File: config.mk
export PLATFORM = sky130hd
export DESIGN_NAME = cpu_load_meter_ema_color_top
export DESIGN_NICKNAME = d
export VERILOG_FILES = /design/src/rtl/clm_pkg.sv /design/src/rtl/clm_mac.sv /design/src/rtl/clm_div.sv /design/src/rtl/cpu_load_meter_ema_color_top.sv
export SDC_FILE = /design/constraint.sdc
export NUM_CORES = 2
export LEC_CHECK = 0
export BUFFER_PORTS_ARGS = -buffer_cell sky130_fd_sc_hd__buf_2
export CORE_UTILIZATION = 58
export DETAILED_ROUTE_END_ITERATION = 8
export GPL_TIMING_DRIVEN = 0
export PLACE_DENSITY = 0.85
export SYNTH_ARGS = -nofsm -noshare
export SYNTH_HDL_FRONTEND = slang
export SYNTH_SLANG_ARGS = --single-unit
File: constraint.sdc
create_clock -name clk -period 14.1 [get_ports clk]
set_clock_uncertainty 0.1 [all_clocks]
set_input_delay 4.23 -clock clk [delete_from_list [all_inputs] [get_ports clk]]
set_output_delay 4.23 -clock clk [all_outputs]
set_load 0.05 [all_outputs]
File: src/rtl/clm_pkg.sv
// ----------------------------------------------------------------------------
// clm_pkg: shared types and constants of the CPU load meter
// Register indexes, reset values, scale constants and the control struct
// that steers the shared multiply-accumulate unit.
// ----------------------------------------------------------------------------
package clm_pkg;

  // Configuration register indexes
  localparam logic [1:0] CFG_SLOW_WEIGHT     = 2'd0;
  localparam logic [1:0] CFG_FAST_WEIGHT     = 2'd1;
  localparam logic [1:0] CFG_REPORT_INTERVAL = 2'd2;

  localparam int WEIGHT_W   = 17;
  localparam int INTERVAL_W = 8;
  localparam int LEVEL_W    = 8;
  localparam int TENTHS_W   = 10;

  // Register reset values (weights are Q1.16 literals)
  localparam logic [WEIGHT_W-1:0]   SLOW_WEIGHT_RST     = 17'd3277;
  localparam logic [WEIGHT_W-1:0]   FAST_WEIGHT_RST     = 17'd13107;
  localparam logic [INTERVAL_W-1:0] REPORT_INTERVAL_RST = 8'd10;

  // Scale factors fed to the multiplier
  localparam logic [9:0] COLOR_SCALE  = 10'd510;
  localparam logic [9:0] TENTHS_SCALE = 10'd1000;
  localparam logic [LEVEL_W-1:0] LEVEL_MAX = 8'd255;

  // Control of the shared multiply-accumulate unit
  typedef struct packed {
    logic en;     // perform an operation this cycle
    logic accum;  // add product to accumulator (else load product)
  } mac_ctl_t;

endpackage

File: src/rtl/clm_mac.sv
// ----------------------------------------------------------------------------
// clm_mac: shared multiply-accumulate unit
// One multiplier with a registered accumulator; every product is registered
// before it is used again.
// ----------------------------------------------------------------------------
module clm_mac #(
  parameter int OPW = 17
) (
  input  logic                  clk,
  input  clm_pkg::mac_ctl_t     ctl,
  input  logic [OPW-1:0]        op_a,
  input  logic [OPW-1:0]        op_b,
  output logic [2*OPW-1:0]      acc
);

  logic [2*OPW-1:0] acc_r;
  logic [2*OPW-1:0] prod;

  assign prod = op_a * op_b;
  assign acc  = acc_r;

  // Load or accumulate the product
  always_ff @(posedge clk) begin
    if (ctl.en) begin
      acc_r <= ctl.accum ? acc_r + prod : prod;
    end
  end

endmodule

File: src/rtl/clm_div.sv
// ----------------------------------------------------------------------------
// clm_div: iterative fractional divider
// Restoring division, one quotient bit per cycle: floor(num * 2^FB / den)
// for num < den.
// ----------------------------------------------------------------------------
module clm_div #(
  parameter int CW = 64,
  parameter int FB = 16
) (
  input  logic          clk,
  input  logic          rst_n,
  input  logic          start,
  input  logic [CW-1:0] num,
  input  logic [CW-1:0] den,
  output logic          done,
  output logic [FB-1:0] quot
);

  localparam int CNTW = $clog2(FB);
  localparam logic [CNTW-1:0] LAST_STEP = CNTW'(FB - 1);

  logic            run_r;
  logic            done_r;
  logic [CNTW-1:0] cnt_r;
  logic [CW-1:0]   rem_r;
  logic [FB-1:0]   q_r;
  logic [CW:0]     sh;
  logic            ge;

  // Shift-compare-subtract step
  assign sh = {rem_r, 1'b0};
  assign ge = (sh >= {1'b0, den});

  assign done = done_r;
  assign quot = q_r;

  // Step control
  always_ff @(posedge clk) begin
    if (!rst_n) begin
      run_r  <= 1'b0;
      done_r <= 1'b0;
      cnt_r  <= '0;
    end else begin
      done_r <= 1'b0;
      if (start) begin
        run_r <= 1'b1;
        cnt_r <= '0;
      end else if (run_r) begin
        cnt_r <= cnt_r + 1'b1;
        if (cnt_r == LAST_STEP) begin
          run_r  <= 1'b0;
          done_r <= 1'b1;
        end
      end
    end
  end

  // Remainder and quotient
  always_ff @(posedge clk) begin
    if (start) begin
      rem_r <= num;
      q_r   <= '0;
    end else if (run_r) begin
      rem_r <= ge ? CW'(sh - {1'b0, den}) : sh[CW-1:0];
      q_r   <= {q_r[FB-2:0], ge};
    end
  end

endmodule

File: src/rtl/cpu_load_meter_ema_color_top.sv
// ----------------------------------------------------------------------------
// cpu_load_meter_ema_color_top: CPU load meter with EMA and red/green color
// Takes cumulative user/nice/system/idle tick counters, derives load, keeps
// a slow and a fast exponential average and reports a color per sample.
// ----------------------------------------------------------------------------
// Usage:
//   Input channel (in_valid/in_ready) carries four cumulative tick counters.
//   The first transfer after reset only stores the counters; every later
//   transfer yields one result on the output channel (out_valid/out_ready):
//   red/green levels from the fast average, and on every report_interval-th
//   result the slow load in tenths of a percent with out_report_valid set.
//   Configuration writes (cfg_valid/cfg_ready, cfg_index, cfg_data) are
//   always taken; write them only while the block is idle.
//   Each item passes the delta step over the four counters, the check step,
//   the divider when the divide is needed, the multiply-accumulate phases and
//   the output step. One item is in flight at a time; in_ready is high only
//   in idle, so the next item is taken only once the last has been through
//   the bit-serial divider and the single shared multiplier.
//   A finished result waits in the output register while the next item is
//   taken; if the receiver still stalls when the next result is ready, the
//   sequencer holds until the output register frees.
//   Synchronous reset clears the averages, the report counter, the primed
//   flag and restores the default register values.
// ----------------------------------------------------------------------------
module cpu_load_meter_ema_color_top #(
  parameter int COUNTER_WIDTH = 64,
  parameter int FRACTION_BITS = 16
) (
  input  logic        clk,
  input  logic        rst_n,
  // Input channel
  input  logic        in_valid,
  output logic        in_ready,
  input  logic [63:0] in_user_ticks,
  input  logic [63:0] in_nice_ticks,
  input  logic [63:0] in_system_ticks,
  input  logic [63:0] in_idle_ticks,
  // Result channel
  output logic        out_valid,
  input  logic        out_ready,
  output logic [7:0]  out_red_level,
  output logic [7:0]  out_green_level,
  output logic [9:0]  out_slow_load_tenths,
  output logic        out_report_valid,
  // Configuration channel
  input  logic        cfg_valid,
  output logic        cfg_ready,
  input  logic [1:0]  cfg_index,
  input  logic [16:0] cfg_data
);

  localparam int CW   = COUNTER_WIDTH;
  localparam int FB   = FRACTION_BITS;
  localparam int AVGW = FB + 1;
  localparam int OPW  = (FB + 1 > 10) ? FB + 1 : 10;
  localparam int ACCW = 2 * OPW;

  localparam logic [OPW-1:0]  ONE_OP   = OPW'(1) << FB;
  localparam logic [AVGW-1:0] ONE_AVG  = AVGW'(1) << FB;
  localparam logic [AVGW-1:0] HALF_AVG = AVGW'(1) << (FB - 1);
  localparam logic [ACCW-1:0] HALF_ACC = ACCW'(1) << (FB - 1);
  localparam logic [31:0]     ONE_32   = 32'd1 << FB;

  // Sequencer states
  localparam logic [2:0] S_IDLE  = 3'd0;
  localparam logic [2:0] S_DELTA = 3'd1;
  localparam logic [2:0] S_CHECK = 3'd2;
  localparam logic [2:0] S_DIV   = 3'd3;
  localparam logic [2:0] S_MAC   = 3'd4;
  localparam logic [2:0] S_OUT   = 3'd5;

  // Multiply-accumulate phases
  localparam logic [2:0] PH_SLOW_NEW  = 3'd0;
  localparam logic [2:0] PH_SLOW_OLD  = 3'd1;
  localparam logic [2:0] PH_FAST_NEW  = 3'd2;
  localparam logic [2:0] PH_FAST_OLD  = 3'd3;
  localparam logic [2:0] PH_FAST_SAVE = 3'd4;
  localparam logic [2:0] PH_COLOR     = 3'd5;
  localparam logic [2:0] PH_TENTHS    = 3'd6;

  logic [2:0]  state_r, state_nxt;
  logic [2:0]  ph_r;
  logic [1:0]  k_r;
  logic        primed_r;

  logic [16:0] slow_weight_r;
  logic [16:0] fast_weight_r;
  logic [7:0]  report_interval_r;
  logic [7:0]  count_r, count_nxt;

  logic [CW-1:0]   cur_r  [4];
  logic [CW-1:0]   prev_r [4];
  logic [CW-1:0]   busy_r, total_r;
  logic [CW-1:0]   delta;
  logic [AVGW-1:0] load_r;
  logic [AVGW-1:0] slow_r, fast_r;
  logic [7:0]      red_r, green_r;

  logic [7:0]  out_red_r, out_green_r;
  logic [9:0]  out_tenths_r;
  logic        out_report_r;
  logic        out_valid_r;

  logic            in_fire;
  logic            out_free;
  logic            div_start, div_done;
  logic [FB-1:0]   div_quot;
  logic            need_div;

  clm_pkg::mac_ctl_t mac_ctl;
  logic [OPW-1:0]    mac_a, mac_b;
  logic [ACCW-1:0]   mac_acc;
  logic [ACCW-1:0]   acc_round;
  logic [ACCW-FB-1:0] acc_shift;
  logic [7:0]        level;

  logic [OPW-1:0]  ws_op, wf_op, load_op, slow_op, fast_op;
  logic            fast_low;
  logic [8:0]      count_inc;
  logic [7:0]      interval;

  assign in_ready  = (state_r == S_IDLE);
  assign in_fire   = in_valid && in_ready;
  assign cfg_ready = 1'b1;
  assign out_free  = !out_valid_r || out_ready;

  // Effective weights (clamped to one), operands in multiplier width
  assign ws_op   = ({15'b0, slow_weight_r} > ONE_32) ? ONE_OP : OPW'(slow_weight_r);
  assign wf_op   = ({15'b0, fast_weight_r} > ONE_32) ? ONE_OP : OPW'(fast_weight_r);
  assign load_op = OPW'(load_r);
  assign slow_op = OPW'(slow_r);
  assign fast_op = OPW'(fast_r);
  assign fast_low = (fast_r < HALF_AVG);

  // Rounded and truncated views of the accumulator
  assign acc_round = mac_acc + HALF_ACC;
  assign acc_shift = mac_acc[ACCW-1:FB];
  assign level     = (|acc_shift[ACCW-FB-1:8]) ? clm_pkg::LEVEL_MAX : acc_shift[7:0];

  // Delta of the selected counter, wrapping
  assign delta = cur_r[k_r] - prev_r[k_r];

  assign need_div  = (total_r != '0) && (busy_r < total_r);
  assign div_start = (state_r == S_CHECK) && need_div;

  // Report counter advance
  assign interval  = (report_interval_r == '0) ? 8'd1 : report_interval_r;
  assign count_inc = {1'b0, count_r} + 9'd1;
  assign count_nxt = (count_inc >= {1'b0, interval}) ? '0 : count_inc[7:0];

  // MAC operand selection per phase
  always_comb begin
    mac_ctl = '0;
    mac_a   = '0;
    mac_b   = '0;
    if (state_r == S_MAC) begin
      case (ph_r)
        PH_SLOW_NEW: begin
          mac_ctl = '{en: 1'b1, accum: 1'b0};
          mac_a   = load_op;
          mac_b   = ws_op;
        end
        PH_SLOW_OLD: begin
          mac_ctl = '{en: 1'b1, accum: 1'b1};
          mac_a   = ONE_OP - ws_op;
          mac_b   = slow_op;
        end
        PH_FAST_NEW: begin
          mac_ctl = '{en: 1'b1, accum: 1'b0};
          mac_a   = load_op;
          mac_b   = wf_op;
        end
        PH_FAST_OLD: begin
          mac_ctl = '{en: 1'b1, accum: 1'b1};
          mac_a   = ONE_OP - wf_op;
          mac_b   = fast_op;
        end
        PH_COLOR: begin
          mac_ctl = '{en: 1'b1, accum: 1'b0};
          mac_a   = OPW'(clm_pkg::COLOR_SCALE);
          mac_b   = fast_low ? fast_op : ONE_OP - fast_op;
        end
        PH_TENTHS: begin
          mac_ctl = '{en: 1'b1, accum: 1'b0};
          mac_a   = OPW'(clm_pkg::TENTHS_SCALE);
          mac_b   = slow_op;
        end
        default: begin
          mac_ctl = '0;
        end
      endcase
    end
  end

  // Next state
  always_comb begin
    state_nxt = state_r;
    unique case (state_r)
      S_IDLE:  if (in_fire && primed_r) state_nxt = S_DELTA;
      S_DELTA: if (k_r == 2'd3) state_nxt = S_CHECK;
      S_CHECK: state_nxt = need_div ? S_DIV : S_MAC;
      S_DIV:   if (div_done) state_nxt = S_MAC;
      S_MAC:   if (ph_r == PH_TENTHS) state_nxt = S_OUT;
      S_OUT:   if (out_free) state_nxt = S_IDLE;
      default: state_nxt = S_IDLE;
    endcase
  end

  // Control state and configuration
  always_ff @(posedge clk) begin
    if (!rst_n) begin
      state_r           <= S_IDLE;
      ph_r              <= PH_SLOW_NEW;
      k_r               <= '0;
      primed_r          <= 1'b0;
      slow_r            <= '0;
      fast_r            <= '0;
      count_r           <= '0;
      out_valid_r       <= 1'b0;
      slow_weight_r     <= clm_pkg::SLOW_WEIGHT_RST;
      fast_weight_r     <= clm_pkg::FAST_WEIGHT_RST;
      report_interval_r <= clm_pkg::REPORT_INTERVAL_RST;
    end else begin
      state_r <= state_nxt;
      if (cfg_valid && cfg_ready) begin
        unique case (cfg_index)
          clm_pkg::CFG_SLOW_WEIGHT:     slow_weight_r     <= cfg_data;
          clm_pkg::CFG_FAST_WEIGHT:     fast_weight_r     <= cfg_data;
          clm_pkg::CFG_REPORT_INTERVAL: report_interval_r <= cfg_data[7:0];
          default: ;
        endcase
      end
      if (in_fire) begin
        primed_r <= 1'b1;
        k_r      <= '0;
      end
      if (state_r == S_DELTA) begin
        k_r <= k_r + 1'b1;
      end
      if (state_r == S_CHECK) begin
        ph_r <= PH_SLOW_NEW;
      end
      if (state_r == S_MAC) begin
        ph_r <= ph_r + 1'b1;
        if (ph_r == PH_FAST_NEW) slow_r <= acc_round[FB +: AVGW];
        if (ph_r == PH_FAST_SAVE) fast_r <= acc_round[FB +: AVGW];
      end
      if (state_r == S_OUT && out_free) begin
        out_valid_r <= 1'b1;
        count_r     <= count_nxt;
      end else if (out_valid_r && out_ready) begin
        out_valid_r <= 1'b0;
      end
    end
  end

  // Datapath registers
  always_ff @(posedge clk) begin
    if (in_fire) begin
      cur_r[0] <= in_user_ticks[CW-1:0];
      cur_r[1] <= in_nice_ticks[CW-1:0];
      cur_r[2] <= in_system_ticks[CW-1:0];
      cur_r[3] <= in_idle_ticks[CW-1:0];
      busy_r   <= '0;
      total_r  <= '0;
      if (!primed_r) begin
        prev_r[0] <= in_user_ticks[CW-1:0];
        prev_r[1] <= in_nice_ticks[CW-1:0];
        prev_r[2] <= in_system_ticks[CW-1:0];
        prev_r[3] <= in_idle_ticks[CW-1:0];
      end
    end
    // Accumulate deltas, one counter per cycle
    if (state_r == S_DELTA) begin
      total_r     <= total_r + delta;
      if (k_r != 2'd3) busy_r <= busy_r + delta;
      prev_r[k_r] <= cur_r[k_r];
    end
    // Load: zero total reads as 0, busy not below total saturates
    if (state_r == S_CHECK) begin
      load_r <= (total_r == '0) ? '0 : ONE_AVG;
    end
    if (state_r == S_DIV && div_done) begin
      load_r <= AVGW'(div_quot);
    end
    if (state_r == S_MAC && ph_r == PH_TENTHS) begin
      red_r   <= fast_low ? level : clm_pkg::LEVEL_MAX;
      green_r <= fast_low ? clm_pkg::LEVEL_MAX : level;
    end
    // Output register
    if (state_r == S_OUT && out_free) begin
      out_red_r    <= red_r;
      out_green_r  <= green_r;
      out_report_r <= (count_r == '0);
      out_tenths_r <= (count_r == '0) ? acc_round[FB +: 10] : '0;
    end
  end

  clm_div #(
    .CW (CW),
    .FB (FB)
  ) u_div (
    .clk   (clk),
    .rst_n (rst_n),
    .start (div_start),
    .num   (busy_r),
    .den   (total_r),
    .done  (div_done),
    .quot  (div_quot)
  );

  clm_mac #(
    .OPW (OPW)
  ) u_mac (
    .clk  (clk),
    .ctl  (mac_ctl),
    .op_a (mac_a),
    .op_b (mac_b),
    .acc  (mac_acc)
  );

  assign out_valid            = out_valid_r;
  assign out_red_level        = out_red_r;
  assign out_green_level      = out_green_r;
  assign out_slow_load_tenths = out_tenths_r;
  assign out_report_valid     = out_report_r;

`ifndef NO_ASSERTIONS
  // A new result only comes from the output step
  a_out_from_seq: assert property (@(posedge clk) disable iff (!rst_n)
    $rose(out_valid_r) |-> $past(state_r == S_OUT))
    else $error("result appeared outside output step");

  // Averages stay within one
  a_avg_range: assert property (@(posedge clk) disable iff (!rst_n)
    (slow_r <= ONE_AVG) && (fast_r <= ONE_AVG))
    else $error("average above one");

  // One color channel is always at full level
  a_color_full: assert property (@(posedge clk) disable iff (!rst_n)
    out_valid |-> (out_red_level == 8'd255) || (out_green_level == 8'd255))
    else $error("neither color channel at full level");

  // No slow load value on a non-report result
  a_tenths_quiet: assert property (@(posedge clk) disable iff (!rst_n)
    (out_valid && !out_report_valid) |-> (out_slow_load_tenths == 10'd0))
    else $error("slow load shown without report");
`endif

endmodule
After elaboration in Yosys (flattened, before gate mapping) --
Memories as Yosys holds them, arrays and structs flattened. A register that Yosys moved wholly into a read port is not among the register bits. Index checks and enable logic that the tools add are counted.
Word-level totals: bits in registers 402, bits in writable memories 512, input bits 280, output and inout bits 30, logic and storage cells 163, memories kept 2
Memory list:
- cur_r | words 4, width 64, read ports 1, clocked after Yosys merged registers in 1, write ports 4, RTL line cpu_load_meter_ema_color_top.sv:91 | logic [CW-1:0] cur_r [4];
- prev_r | words 4, width 64, read ports 1, clocked after Yosys merged registers in 1, write ports 4, RTL line cpu_load_meter_ema_color_top.sv:92 | logic [CW-1:0] prev_r [4];
Operators by class: $add $sub $neg 13, $mul 1, magnitude comparators 6, eq/ne operators 21, multiplexer cells 55, bitwise logic cells 2, reductions and logical operators 36
Operators with widths (count):
- two-way mux 64 bit | 9
- case mux 17 bit (5 select lines) | 2
- adder 64 bit | 2
- subtractor 64 bit | 2
- two-way mux 17 bit | 6
- greater-or-equal comparator 65 x 64 -> 1 bit | 1
- zero test 64 bit | 1
- < comparator 64 bit | 1
- nonzero test 64 bit | 1
- OR reduction 64 bit | 1
- subtractor 17 bit (first input constant) | 3
- adder 34 bit | 1
- greater-than comparator 17 bit (second input constant) | 2
- multiplier 17 x 17 -> 34 bit | 1
- two-way mux 34 bit | 1
- adder 33 x 16 -> 33 bit (second input constant) | 1
- two-way mux 16 bit | 2
- two-way mux 3 bit | 8
- two-way mux 8 bit | 3
- case mux 3 bit (6 select lines) | 1
- < comparator 17 x 16 -> 1 bit (second input constant) | 1
- zero test 8 bit | 2
- two-way mux 2 bit | 8
- == test 3 bit (second input constant) | 5
- other kinds (27) | 69

Longest topological paths before layout --
depth in word-level cells 8, mapped depth 49, depth with buffers taken out 47

Hierarchy --
A second synthesis with hierarchy kept.
Second synthesis, totals: cell total of the unflattened synthesis 6824, area total of the unflattened synthesis 67213.2 sq um
Modules (own cells, without submodules):
- cpu_load_meter_ema_color_top | times used 1, cells an instance 4305, area each 45807.7 sq um, sequential area each 22291.4 sq um
- clm_mac | times used 1, cells an instance 1485, area each 12962.4 sq um, sequential area each 1021.0 sq um
- clm_div | times used 1, cells an instance 1034, area each 8443.1 sq um, sequential area each 2362.3 sq um

Worst setup path after synthesis --
OpenSTA, ideal clock, no wires.
kind input-to-reg, from input port in_valid, to register busy_r[20], library setup time 0.117 ns, data arrival time 10.678 ns, data required time 13.883 ns, path slack 3.205 ns, stages 5, buffers on the path 1, cell sequence nand2_1 inv_1 nor2_1 clkbuf_1 a22o_1
On the way: longest elaborated chain between the ends 4
RTL lines:
- start: declaration | RTL line cpu_load_meter_ema_color_top.sv:32 | input logic in_valid,
- logical AND 1 bit (*) | RTL line cpu_load_meter_ema_color_top.sv:123 | assign in_fire = in_valid && in_ready;
- named net in_fire | RTL line cpu_load_meter_ema_color_top.sv:104 | logic in_fire;
- two-way mux 64 bit (*) | RTL line cpu_load_meter_ema_color_top.sv:259 | if (in_fire) begin
- two-way mux 64 bit | RTL line cpu_load_meter_ema_color_top.sv:276 | if (k_r != 2'd3) busy_r <= busy_r + delta;
- two-way mux 64 bit (*) | RTL line cpu_load_meter_ema_color_top.sv:274 | if (state_r == S_DELTA) begin
- end signal: assignment | RTL line cpu_load_meter_ema_color_top.sv:276
- end: declaration | RTL line cpu_load_meter_ema_color_top.sv:93 | logic [CW-1:0] busy_r, total_r;
The timed path passes the listed nets; every way through them passes the cells marked *. A chain may end at the register's enable or synchronous reset.

Final worst setup path --
from register fast_weight_r[3], to register u_mac.acc_r[32] (netlist: u_mac.acc[32]) (data pin)
On the way: longest elaborated chain between the ends 8, elaborated cells between the ends (all ways) 10, those cells by class add/sub (2); mul (1); order compare (1); mux (6)
RTL lines:
- start: declaration | RTL line cpu_load_meter_ema_color_top.sv:87 | logic [16:0] fast_weight_r;
- start signal: assignment | RTL line cpu_load_meter_ema_color_top.sv:221 | fast_weight_r <= clm_pkg::FAST_WEIGHT_RST;
- start signal: assignment | RTL line cpu_load_meter_ema_color_top.sv:228 | clm_pkg::CFG_FAST_WEIGHT: fast_weight_r <= cfg_data;
- greater-than comparator 17 bit | RTL line cpu_load_meter_ema_color_top.sv:129 | assign wf_op = ({15'b0, fast_weight_r} > ONE_32) ? ONE_OP : OPW'(fast_weight_r);
- two-way mux 17 bit (*) | RTL line cpu_load_meter_ema_color_top.sv:129
- subtractor 17 bit | RTL line cpu_load_meter_ema_color_top.sv:175 | mac_a = ONE_OP - wf_op;
- case mux 17 bit (5 select lines) | RTL line cpu_load_meter_ema_color_top.sv:157 | case (ph_r)
- two-way mux 17 bit | RTL line cpu_load_meter_ema_color_top.sv:156 | if (state_r == S_MAC) begin
- multiplier 17 x 17 -> 34 bit (*) | RTL line clm_mac.sv:19 | assign prod = op_a * op_b;
- adder 34 bit | RTL line clm_mac.sv:25 | acc_r <= ctl.accum ? acc_r + prod : prod;
- two-way mux 34 bit (*) | RTL line clm_mac.sv:25
- end signal: assignment | RTL line clm_mac.sv:25
- end: declaration | RTL line clm_mac.sv:16 | logic [2*OPW-1:0] acc_r;
Every way passes the cells marked *; elsewhere a longest branch is shown, timed or not.

==> results.cfg <==
[cts]
clock_latency_ps = 740
cts_hold_buffers = 0
clock_path_buffers = 3
htreeDepth = 3
cts_sinks = 916
cts_setup_buffers = 0
cts_tree = done
clk_pin_slew_ps = 60
cts-root-buf = clkbuf_16
cts_made_buffers = 98
cts_resized = 0

[cells_and_area]
finalNetCount = 7972
area_growth_pct = 11.1
final_cell_area_um2 = 72300
drive_gt1_frac = 0.0959

[synth]
syn_inst = 6563
syn-num-nets = 7549
synth_enable_flop_cells = 733
synth_cell_types = 91
netlist_top_cells_count = 733 x edfxtp_1, 666 x nand2_1, 626 x nor2_1
syn_area_um2 = 65100
synth_area_leader_cell = edfxtp_1
synth_top_area_frac = 0.338
ys.flop_type = edfxtp_1
yosysSeqAreaShare = 0.395
synthTopCellsByArea = edfxtp_1 34%, ha_1 9.2%, fa_1 7.0%
yosysMostFrequentCell = edfxtp_1
synthArstFlopShare = 0
avgSynthCellArea_um2 = 9.92
ys_ff_latch = 916
yosysWarnings = 0

[detailed_routing]
ant_nets = 0
wl_per_cell_um = 23.5
wl_um = 202000
drt-vias-per-instance = 6.41
drc = 5
drt_iter0_markers = 7114
drt_pass1_iterations = 9
num_vias = 55000

[min_path]
hold_path.class = register to register

[global_routing]
grtUsageTotal = 0.350
first_global_vias = 52700
antenna_found_initial = 35
grt_overflow = 0
grt_max_degree = 135
grt_pass1_wl_um = 304000

[power_and_ir_drop]
power.leakage_nw = 30.9
p_total_mw = 18.9
power_density_nw_per_um2 = 261
ir_drop_v = 0.000181

[floorplanning]
ios = 310
coreArea_um2 = 111000
rows = 122
dieArea_um2 = 114000
fp.dieH_um = 337
die_width_um = 337
start_util = 0.586

[sta]
timing.final.ws_setup_ps = 1880
maxSlewHeadroom = -0.00891
finalMaxSlewViolations = 5
setup_viol = 0
finalHoldViolations = 0
worst_pin_slew_ps = 1510
post-route-period-util = 0.867
rsz0062_at_grt = no
max_freq_mhz = 81.8
layout_min_cycle_time_ps = 12220

[setup_path]
crit_arrival_ps = 12580
path_class = register to register
crit_slowest_cell = or4_1
cp_data_required_time_ps = 14460
critPathMaxFanout = 10
critical_path.max_stage_delay_ps = 610
rrSetupSlack_ps = 1880
cp-end-kind = register
cp-start-kind = register

[placed_design]
post_dp_cell_area_um2 = 68900
dpl_worst_slack_ps = 2240
port_buffers = 307
hpwl_um = 154000
place.gp.congestion = 1.03

[status]
violations = DRC, slew limit
status = finished, violations left

[flow_run]
drv_cap = 0
[per-layer routing]
layer  wire [um]  share of wire  GRT usage
met1       76500           0.38      0.473
met2       89400           0.44      0.540
met3       26200           0.13     0.0818
met4        9380          0.047      0.151
met5         125        0.00062          0
[sequential cells by signal, summed over array words and instances, names as in the netlist, 10 cells and up, named ones only]
name	cells
fast_op	17
slow_weight_r	17
slow_op	17
fast_weight_r	17
out_slow_load_tenths	10
u_div.quot	16
total_r	64
prev_r	256
u_mac.acc	34
load_op	17
u_div.rem_r	64
busy_r	64
cur_r	256
[stage by stage]
step	TNS, ps	std cells	util	hold slack (ps)
2_1_floorplan	0	6563	-	300
3_3_place_gp	-15640	8358	0.617	304
3_5_place_dp	0	8374	0.621	305
4_1_cts	0	8555	0.651	319
5_1_grt	0	8577	0.651	324
6_report	0	8581	0.651	319
[cell type report]
| class | count | area, um^2 |
|---|---|---|
| inverters | 563 | 2120 |
| clock inverters | 44 | 548 |
| repair buffers | 323 | 1890 |
| multi-input cells | 4806 | 36300 |
| plain buffers | 278 | 1080 |
| fillers | 8462 | 38700 |
| diodes | 26 | 65.1 |
| flip-flops and latches | 916 | 25700 |
| clock buffers | 137 | 2770 |
| well taps | 1488 | 1860 |
[power by group]
group	internal, mW	switching (mW)
Sequential	3.82	0.388
Combinational	4.47	7.53
Clock	1.53	1.16
Total	9.82	9.08
[critical path: cells and delay by family (launching register included)]
kind / cells / cell delay [ps]
mux: 1 / 260
flops: 1 / 420
simple gates: 12 / 1970
buf+inv: 8 / 1140
fa+ha+maj: 9 / 4110
compound gates: 14 / 2850
xor+xnor: 3 / 1090
[path summary, 6_finish.rpt]
| check | endpoint | depth (start not counted) | start |
|---|---|---|---|
| setup / recovery | u_mac.acc[32] | 47 | fast_weight_r[3] |
| hold / removal | out_green_level[2] | 0 | green_r[2] |
| setup reg to reg | u_mac.acc[32] | 47 | fast_weight_r[3] |
| hold reg to reg | out_green_level[2] | 0 | green_r[2] |
[logic make-up after synthesis]
| kind of cell | count (synthesis) | synth area share |
|---|---|---|
| adder cells (fa/ha/maj) | 706 | 0.162 |
| XOR/XNOR | 330 | 0.0444 |
| other | 1 | 0.0000576 |
| AO/OA/AOI/OAI | 1596 | 0.153 |
| buffers and inverters | 841 | 0.0490 |
| flip-flops | 916 | 0.395 |
| multiplexers | 241 | 0.0618 |
| AND/OR/NAND/NOR | 1932 | 0.135 |
[cells in the final DEF (no fill, tap or decap), types with 48 or more instances in the layout]
cell,count
edfxtp_1,733
nand2_1,665
nor2_1,625
a21oi_1,564
inv_1,561
ha_1,477
o21ai_0,348
buf_2,313
clkbuf_1,260
fa_1,229
a21o_1,194
dfxtp_1,183
xnor2_1,166
xor2_1,164
mux4_2,128
mux2i_1,109
nand3_1,102
clkbuf_16,100
nand4_1,78
nand2b_1,69
nor2b_1,67
nor3_1,58
and3_1,54
and2_1,54
a31oi_1,48
o21bai_1,48
No activity file was read; power rests on OpenSTA's default activity.
